<file path="config.mk">
export PLATFORM = sky130hd
export DESIGN_NAME = ctm_front
export DESIGN_NICKNAME = d
export VERILOG_FILES = /design/src/hdl/ctm_pkg.sv /design/src/hdl/ctm_front.sv
export SDC_FILE = /design/constraint.sdc
export NUM_CORES = 1
export LEC_CHECK = 0
export BUFFER_PORTS_ARGS = -buffer_cell sky130_fd_sc_hd__buf_4
export CAP_MARGIN = 20
export CORE_MARGIN = 2
export CORE_UTILIZATION = 35
export CTS_BUF_LIST = sky130_fd_sc_hd__clkbuf_8
export CTS_CLUSTER_DIAMETER = 40
export DETAILED_ROUTE_END_ITERATION = 12
export PLACE_DENSITY = 0.54
export SLEW_MARGIN = 5
export SYNTH_ARGS = -nofsm -noshare
export SYNTH_HDL_FRONTEND = slang
export SYNTH_SLANG_ARGS = --single-unit
</file>
<file path="constraint.sdc">
create_clock -name clk -period 12.58 [get_ports clk]
set_clock_uncertainty 0.1 [all_clocks]
set_input_delay 2.516 -clock clk [delete_from_list [all_inputs] [get_ports clk]]
set_output_delay 2.516 -clock clk [all_outputs]
set_load 0.02 [all_outputs]
</file>
<file path="src/hdl/ctm_pkg.sv">
package ctm_pkg;

  localparam int TexHeightDefault   = 256;
  localparam int ScreenRowsDefault  = 1024;
  localparam int MapSize            = 256;
  localparam int BlendSize          = 65536;

  typedef enum logic [2:0] {
    REQ_TEXEL  = 3'd0,
    REQ_LIGHT  = 3'd1,
    REQ_SECTOR = 3'd2,
    REQ_TRANS  = 3'd3,
    REQ_BLEND  = 3'd4,
    REQ_START  = 3'd5,
    REQ_PIXEL  = 3'd6,
    REQ_NONE   = 3'd7
  } req_t;

  typedef enum logic [2:0] {
    MODE_PLAIN     = 3'd0,
    MODE_MASKED    = 3'd1,
    MODE_TRANS     = 3'd2,
    MODE_TRANS_MSK = 3'd3,
    MODE_HOLEY     = 3'd4,
    MODE_HOLEY_MSK = 3'd5,
    MODE_BLEND_A   = 3'd6,
    MODE_BLEND_B   = 3'd7
  } mode_t;

  typedef enum logic [2:0] {
    CFG_MODE   = 3'd0,
    CFG_CENTER = 3'd1,
    CFG_HEIGHT = 3'd2,
    CFG_SPRITE = 3'd3,
    CFG_PHASE  = 3'd4
  } cfg_idx_t;

  typedef enum logic [3:0] {
    BK_IDLE,
    BK_MUL,
    BK_SUM,
    BK_WRAP,
    BK_PX_MOD,
    BK_PX_ADDR,
    BK_PX_TEX,
    BK_PX_XLAT,
    BK_PX_SECT,
    BK_PX_LIGHT,
    BK_PX_PAL,
    BK_PX_OUT
  } bk_state_t;

  typedef struct packed {
    logic [2:0]         req_type;
    logic [15:0]        table_index;
    logic [7:0]         table_value;
    logic [9:0]         column_x;
    logic [9:0]         row_low;
    logic [9:0]         row_high;
    logic signed [31:0] texture_mid;
    logic signed [31:0] step;
    logic [7:0]         dest_pixel;
  } in_item_t;

  typedef struct packed {
    logic [9:0] out_row;
    logic [7:0] color;
    logic       write_enable;
    logic       last_pixel;
  } out_item_t;

  typedef struct packed {
    logic [2:0] mode;
    logic [9:0] center_row;
    logic [8:0] texture_height;
    logic       is_sprite;
    logic       hole_phase;
  } cfg_t;

endpackage

</file>
<file path="src/hdl/ctm_front.sv">
module ctm_front import ctm_pkg::*; #(
  parameter int Depth = 4
) (
  input  logic     clk,
  input  logic     rst,
  input  logic     in_valid,
  output logic     in_stall,
  input  in_item_t in_data,
  output logic     q_valid,
  input  logic     q_take,
  output in_item_t q_data
);

  localparam int AW = $clog2(Depth);

  in_item_t        fifo [Depth];
  logic [AW-1:0]   wptr;
  logic [AW-1:0]   rptr;
  logic [AW:0]     count;
  logic            push;
  logic            pop;
  logic            keep;

  assign in_stall = (count == (AW+1)'(Depth));
  assign keep     = (in_data.req_type != REQ_NONE);
  assign push     = in_valid && !in_stall && keep;
  assign q_valid  = (count != '0);
  assign pop      = q_valid && q_take;
  assign q_data   = fifo[rptr];

  always_ff @(posedge clk) begin
    if (rst) begin
      wptr  <= '0;
      rptr  <= '0;
      count <= '0;
    end else begin
      if (push) begin
        wptr <= (wptr == AW'(Depth-1)) ? '0 : wptr + 1'b1;
      end
      if (pop) begin
        rptr <= (rptr == AW'(Depth-1)) ? '0 : rptr + 1'b1;
      end
      count <= count + (AW+1)'(push) - (AW+1)'(pop);
    end
  end

  always_ff @(posedge clk) begin
    if (push) begin
      fifo[wptr] <= in_data;
    end
  end

endmodule

</file>
==> results of run 1 <==
worst register-to-register path: stages, from the launching register on:
cell	delay, ns
dfxtp_1	0.44
or3b_1	0.20
and3_1	0.32
and2_4	0.47
buf_4	0.83
buf_4	0.74
cell usage in the layout, fill, tap and decap left out, types with 2 or more instances in the layout:
master and n:
edfxtp_1 516, buf_4 275, mux4_2 129, clkbuf_8 99, inv_1 39, clkinv_1 17
clkinvlp_4 8, ha_1 7, bufinv_16 7, clkinv_2 7, dfxtp_1 7, and2_4 4
nor2_1 3, nor3_1 2, mux2i_1 2, nand2b_1 2, dfxtp_4 2, inv_6 2
inv_8 2
power by group:
part	leakage (nW)	switching, mW	internal [mW]
Clock	1.07	0.699	0.883
Combinational	2.18	0.639	0.531
Sequential	4.79	0.0679	2.12
Total	8.03	1.41	3.53
final cells by class:
| cell class | count | area [um2] |
|---|---|---|
| Clock buffer | 99 | 1363 |
| Clock inverter | 77 | 554.3 |
| Fill cell | 4672 | 30060 |
| Inverter | 7 | 26.28 |
| Multi-Input combinational cell | 163 | 3192 |
| Sequential cell | 525 | 15680 |
| Tap cell | 696 | 870.8 |
| Timing Repair Buffer | 275 | 2064 |
synth_stat cells, drive strengths merged:
library cell | count | area (um2)
nand2 | 1 | 3.750
nand4 | 1 | 6.260
mux4 | 129 | 2905
nor2 | 3 | 11.26
nand3 | 1 | 5.000
xor2 | 1 | 8.760
nor2b | 1 | 6.260
dfxtp | 9 | 180.2
mux2i | 2 | 20.02
or3 | 2 | 13.77
nor3 | 2 | 10.01
fa | 1 | 20.02
and2 | 5 | 33.78
edfxtp | 516 | 15490
and3 | 1 | 6.260
a21oi | 1 | 5.000
o31ai | 2 | 20.02
nand2b | 2 | 12.51
buf | 27 | 163.9
clkbuf | 3 | 11.26
ha | 7 | 87.58
inv | 7 | 26.28
or3b | 1 | 8.760
per-layer routing:
metal | wire (um) | part of all wire [%]
met5 | 58 | 0.14
met4 | 1001 | 2.5
met3 | 2534 | 6.2
met1 | 17590 | 43
met2 | 19510 | 48
per-stage QoR:
| step | setup WS (ns) | util [%] |
|---|---|---|
| 4_1_cts | 6.357 | 44.14 |
| 5_1_grt | 6.216 | 44.14 |
| 2_1_floorplan | 6.137 | - |
| 3_5_place_dp | 6.830 | 40.58 |
| 6_report | 6.625 | 44.14 |
| 3_3_place_gp | 6.815 | 40.58 |
registers in the layout (all words and copies together), names as in the netlist, named ones only:
name	flops
fifo	516
wptr	2
count	3
rptr	2
kinds of logic (layout without fill, tap and decap cells):
group	after synthesis	in the layout	share of synthesized area [%]
adder cells (fa/ha/maj)	8	8	0.5645
AND/OR/NAND/NOR	20	20	0.6171
XOR/XNOR	1	1	0.04596
buffers and inverters	37	458	1.057
AO/OA/AOI/OAI	3	3	0.1313
flip-flops	525	525	82.24
multiplexers	131	131	15.35
worst paths after layout:
kind | cells past startpoint | endpoint | start
max | 3 | q_data[30] | register
min | 2 | register | rptr[0]$_SDFFE_PP0N_
max reg2reg | 5 | fifo[2][123]$_DFFE_PP_ | count[1]$_SDFF_PP0_
min reg2reg | 2 | register | rptr[0]$_SDFFE_PP0N_
==> reports/metrics.yaml, run 1 <==
rsz0062_at_grt: "false"
ff2ff_setup_slack_ns: 9.03
cts.repair.resized: 0
htree_levels: 3
cts_hold_buf: 0
power_density_nw_per_um2: 207.8
min_path_type: "register to register"
ctsLongestPathBuffers: 3
met1_usage_pct: 19.16
gr-total-overflow: 0
start_util_pct: 35.42
fin_crit_sh_pct: 47.34
drive_above_1_share_pct: 47.03
fmax_mhz: 167.9
power.total_mw: 4.937
cp_slowest_cell: "dfxtp_4"
worstMarginPinSlew_ns: 1.034
slew_viol_final: 0
via_per_inst: 4.812
drt_wl_total_um: 40690
hpwlAfterDp_um: 23560
final_cells: 1842
grtUsageTotal_pct: 14.42
antenna_found_initial: 4
via_count: 8863
path_buf_inv: 2
path_common_cell: "buf_4"
cap_viol_max_count: 0
avgSynthCellArea_um2: 26.29
drt-pass1-iter-count: 4
clock_sinks: 525
cts_buffers: 98
required_ns: 9.96
ir_drop_uv: 116.3
grt_pass1_wl_um: 59730
crit_type: "register to primary output"
die_w_um: 237.4
max_slew_margin_pct: 31.09
postCtsSetupBuffers: 0
hold_violations: 0
portBuffers: 263
netlist_area_um2: 19060
num_rows: 85
layout.nets: 1211
postRouteAntennaNets: 0
top_usage_layer: "met2"
die_y_um: 237.4
setup_viol: 0
clock-root-buffer: "clkbuf_8"
syn2layout_area_growth_pct: 24.62
crit_chain: "buf_4 -> mux4_2 -> buf_4"
grt_pass1_vias: 9515
worstPathArrival_ns: 3.34
cp-start-kind: "register"
cts_tree: "yes"
postLayoutCellArea_um2: 23750
cp_top_family: "buffers and inverters"
dp.cells: 1666
gp_congestion: 0.6960
cellLeakagePower_nw: 8.035
dpl_cell_area_um2: 21840
syn_nets: 866
finalSetupTns_ns: 0
die_area_um2: 56340
critPathMaxStageDelay_ns: 0.92
globalRouteMet2Util_pct: 22.42
insertion_delay_ns: 0.65
grt_start_max_net_pins: 63
drc: 0
drtIter0Drc: 462
ios: 264
diodes: 0
core_um2: 53810
worstSetupEndpointType: "primary output"
finalCriticalPeriod_ns: 5.955
grt_use_met3_pct: 4.645
yosys_warnings: 0
yosys_register_bits: 525
status: "complete, no violations"
synth.distinct_cells: 29
avgRoutedWirePerCell_um: 22.09
yosysSeqAreaShare_pct: 82.24
cp_max_fo: 47
clk_pin_slew_ns: 0.05
synth_cells: 725
fin_hold_ws_ns: 0.3997
Note: power is estimated with default switching activity, not from simulation.
==> run 2, diff against run 1 <==
- clock period: 12.58 -> 5.95 ns (I/O delays scaled with it)
==> reports/metrics.yaml, run 2 (synthesis results as in run 1) <==
htree_levels: 3
hold_violations: 0
setup_viol: 0
antenna_found_initial: 1
cts.repair.resized: 0
num_rows: 85
rsz0062_at_grt: "false"
p_comb_share_pct: 23.7
cts_tree: "yes"
start_util_pct: 35.42
clock-root-buffer: "clkbuf_8"
die_w_um: 237.4
grtUsageTotal_pct: 13.92
slew_viol_final: 0
sw_frac_of_total_pct: 27.98
drtIter0Drc: 565
cp_max_fo: 41
avgRoutedWirePerCell_um: 21.33
portBuffers: 263
drt_wl_total_um: 39020
finalSetupTns_ns: 0
min_path_type: "register to register"
core_um2: 53810
fin_hold_ws_ns: 0.3922
ff2ff_setup_slack_ns: 3.28
grt_pass1_vias: 9256
cts_hold_buf: 0
postCtsSetupBuffers: 0
drt-pass1-iter-count: 4
power_density_nw_per_um2: 436.7
layout.nets: 1208
ir_drop_uv: 273.0
grt_pass1_wl_um: 58190
most-common-layout-cells: "edfxtp_1, buf_4, mux4_2"
die_y_um: 237.4
gr-total-overflow: 0
largest_register_ff_count: 516
postRouteAntennaNets: 0
largest_register: "fifo"
via_per_inst: 4.773
finalCriticalPeriod_ns: 4.153
worstSetupEndpointType: "primary output"
syn2layout_area_growth_pct: 24.72
reg.largest.list: "fifo: 516 flops, count: 3 flops"
ctsLongestPathBuffers: 3
status: "complete, no violations"
gp_congestion: 0.6879
crit_type: "register to primary output"
clk_pin_slew_ns: 0.05
hpwlAfterDp_um: 22580
required_ns: 4.66
power_switching_mw: 2.905
worstPathArrival_ns: 2.86
power_frac_clock_pct: 31.6
fmax_mhz: 240.8
max_slew_margin_pct: 37.46
final_common_cell: "edfxtp_1"
clock_sinks: 525
dpl_cell_area_um2: 21930
die_area_um2: 56340
cp-start-kind: "register"
postLayoutCellArea_um2: 23770
worstMarginPinSlew_ns: 0.9381
cts_buffers: 94
fin_crit_sh_pct: 69.79
grt_start_max_net_pins: 67
via_count: 8730
p_int_mw: 7.477
diodes: 0
drive_above_1_share_pct: 47.13
ios: 264
power.total_mw: 10.38
drc: 0
pwr-share-seq_pct: 44.6
cap_viol_max_count: 0
cellLeakagePower_nw: 8.020
insertion_delay_ns: 0.66
## run 2: power by group through the flow
stage / Sequential (mW) / Clock [mW] / Combinational (mW)
after floorplan: 4.62 / 0 / 1.57
after global placement: 4.70 / 0 / 2.53
after detailed placement: 4.72 / 0 / 2.53
after CTS: 4.65 / 3.41 / 2.54
after global routing: 4.67 / 3.58 / 2.62
final: 4.63 / 3.28 / 2.47
## run 2: cell type report
class,count,area (um2)
Fill cell,4651,30040
Timing Repair Buffer,276,2160
Sequential cell,525,15680
Multi-Input combinational cell,163,3192
Inverter,7,26.28
Tap cell,696,870.8
Clock buffer,97,1335
Clock inverter,65,506.7
## run 2: path summary, 6_finish.rpt
kind / start / end / cells past startpoint
setup / recovery: register / q_data[82] / 3
hold / removal: rptr[0]$_SDFFE_PP0N_ / register / 2
setup reg to reg: count[1]$_SDFF_PP0_ / fifo[1][13]$_DFFE_PP_ / 4
hold reg to reg: rptr[0]$_SDFFE_PP0N_ / register / 2
## run 2: worst max-delay path, cell delays in order, from the launching register on
cell and delay (ns):
dfxtp_4 0.95, buf_12 0.41, mux4_2 0.61, buf_4 0.18
## run 2: metrics by stage
| step | util [%] | instances | worst slack [ns] |
|---|---|---|---|
| after global placement | 40.75 | 1667 | 2.379 |
| after CTS | 44.18 | 1829 | 1.592 |
| after global routing | 44.18 | 1829 | 1.510 |
| after detailed placement | 40.75 | 1667 | 2.360 |
| after floorplan | - | 725 | 0.8331 |
| final | 44.18 | 1829 | 1.797 |
## run 2: layer usage
metal,track usage [%],vias to the layer above,part of all wire (%)
met5,0,-,0.033
met4,4.707,2,2.0
met3,4.157,69,6.1
met2,21.72,260,48
met1,18.74,4578,44
li1,-,3821,-
==> run 3, diff against run 2 <==
- PLACE_DENSITY: 0.54 -> 0.56
- clock period: 5.95 -> 3.5 ns (I/O delays scaled with it)
==> reports/metrics.yaml, run 3 (synthesis results as in run 1) <==
status: "complete, no violations"
critPathMaxStageDelay_ns: 0.57
crit_type: "register to primary output"
clock-root-buffer: "clkbuf_8"
crit_chain: "buf_12 -> mux4_2 -> buf_4"
gp_congestion: 0.6876
final_common_cell: "edfxtp_1"
clock_sinks: 525
finalCriticalPeriod_ns: 3.198
drt-pass1-iter-count: 4
slew_viol_final: 0
insertion_delay_ns: 0.66
die_w_um: 237.4
grt_pass1_vias: 9444
hpwlAfterDp_um: 22420
avgRoutedWirePerCell_um: 20.99
gr-total-overflow: 0
drive_above_1_share_pct: 46.61
rsz0062_at_grt: "false"
p_int_mw: 12.65
drtIter0Drc: 397
drc: 0
via_count: 8716
cap_viol_max_count: 0
hold_violations: 0
worstSetupEndpointType: "primary output"
power_density_nw_per_um2: 734.5
power_frac_clock_pct: 30.9
largest_register_ff_count: 516
via_per_inst: 4.755
reg.largest.list: "fifo: 516 flops, count: 3 flops"
cp_max_fo: 45
setup_ws_ns: 0.3021
ctsLongestPathBuffers: 3
nFillCells: 4628
drt_wl_total_um: 38480
min_path_type: "input pin to register"
sw_frac_of_total_pct: 27.84
fmax_mhz: 312.7
cts_buffers: 91
most-common-layout-cells: "edfxtp_1, buf_4, mux4_2"
dp_slack_ns: 0.6202
cp-start-kind: "register"
ff2ff_setup_slack_ns: 0.89
cts_hold_buf: 0
largest_register: "fifo"
cts.repair.resized: 0
antenna_found_initial: 2
max_slew_margin_pct: 61.39
syn2layout_area_growth_pct: 25.23
postRouteAntennaNets: 0
cp_slowest_cell: "mux4_2"
power_switching_mw: 4.881
postCtsSetupBuffers: 0
setup_viol: 0
grt_pass1_wl_um: 58000
die_y_um: 237.4
p_comb_share_pct: 24.8
clk_pin_slew_ns: 0.05
cts_tree: "yes"
portBuffers: 263
fin_crit_sh_pct: 91.37
required_ns: 2.70
num_rows: 85
layout.nets: 1209
die_area_um2: 56340
hold_path_depth: 1
htree_levels: 3
pwr-share-seq_pct: 44.3
reg2reg_depth: 11
cellLeakagePower_nw: 8.051
ir_drop_uv: 385.4
finalSetupTns_ns: 0
ios: 264
worstPathArrival_ns: 2.40
post-route-util_pct: 44.35
grtUsageTotal_pct: 13.90
core_um2: 53810
grt_start_max_net_pins: 81
worstMarginPinSlew_ns: 0.5743
start_util_pct: 35.42
## run 3: cell types whose count changed in the layout (fill, tap and decap cells not counted), sizes merged
cell,delta
clkinvlp,-3
buf,+4
diode,+2
clkbuf,-4
clkinv,+5
## run 3: final cells by class
class | instances | area (um2) | area share, %
Clock inverter | 67 | 498.0 | 2.086
Multi-Input combinational cell | 163 | 3192 | 13.37
Antenna cell | 2 | 5.005 | 0.02097
Sequential cell | 525 | 15680 | 65.70
Inverter | 7 | 26.28 | 0.1101
Timing Repair Buffer | 280 | 2315 | 9.698
Clock buffer | 93 | 1280 | 5.362
Tap cell | 696 | 870.8 | 3.648
## run 3: final timing paths
check,from,to
max,register,q_data[21]
min reg2reg,rptr[0]$_SDFFE_PP0N_,register
min,in_data[5],fifo[1][5]$_DFFE_PP_
max reg2reg,count[1]$_SDFF_PP0_,count[2]$_SDFF_PP0_
## run 3: critical path: cells and delay by family (launching register included)
family,cells,cell delay [ns]
multiplexers,1,0.57
flip-flops,1,0.54
buffers and inverters,2,0.55
## run 3: metal layers
metal | global-route usage, % | up-vias | routed length, um
met1 | 17.84 | 4565 | 16340
met2 | 21.19 | 237 | 18230
li1 | - | 3839 | -
met5 | 0 | - | 25
met4 | 5.737 | 4 | 933
met3 | 5.458 | 71 | 2951
## run 3: power groups by stage
stage	combinational (mW)	clock, mW	sequential [mW]
6_report	4.34	5.42	7.77
5_1_grt	4.64	5.92	7.82
4_1_cts	4.48	5.63	7.78
3_5_place_dp	4.46	0	7.90
3_3_place_gp	4.46	0	7.88
2_1_floorplan	2.67	0	7.84
## run 3: per-stage QoR
stage | cell area (um2) | hold WS, ns | instances | power, mW
3_3_place_gp | 22090 | 0.3643 | 1671 | 12.34
5_1_grt | 23860 | 0.06507 | 1831 | 18.39
6_report | 23870 | 0.1391 | 1833 | 17.53
3_5_place_dp | 22090 | 0.3948 | 1671 | 12.37
4_1_cts | 23860 | 0.04829 | 1831 | 17.88
2_1_floorplan | 19060 | 0.3634 | 725 | 10.51
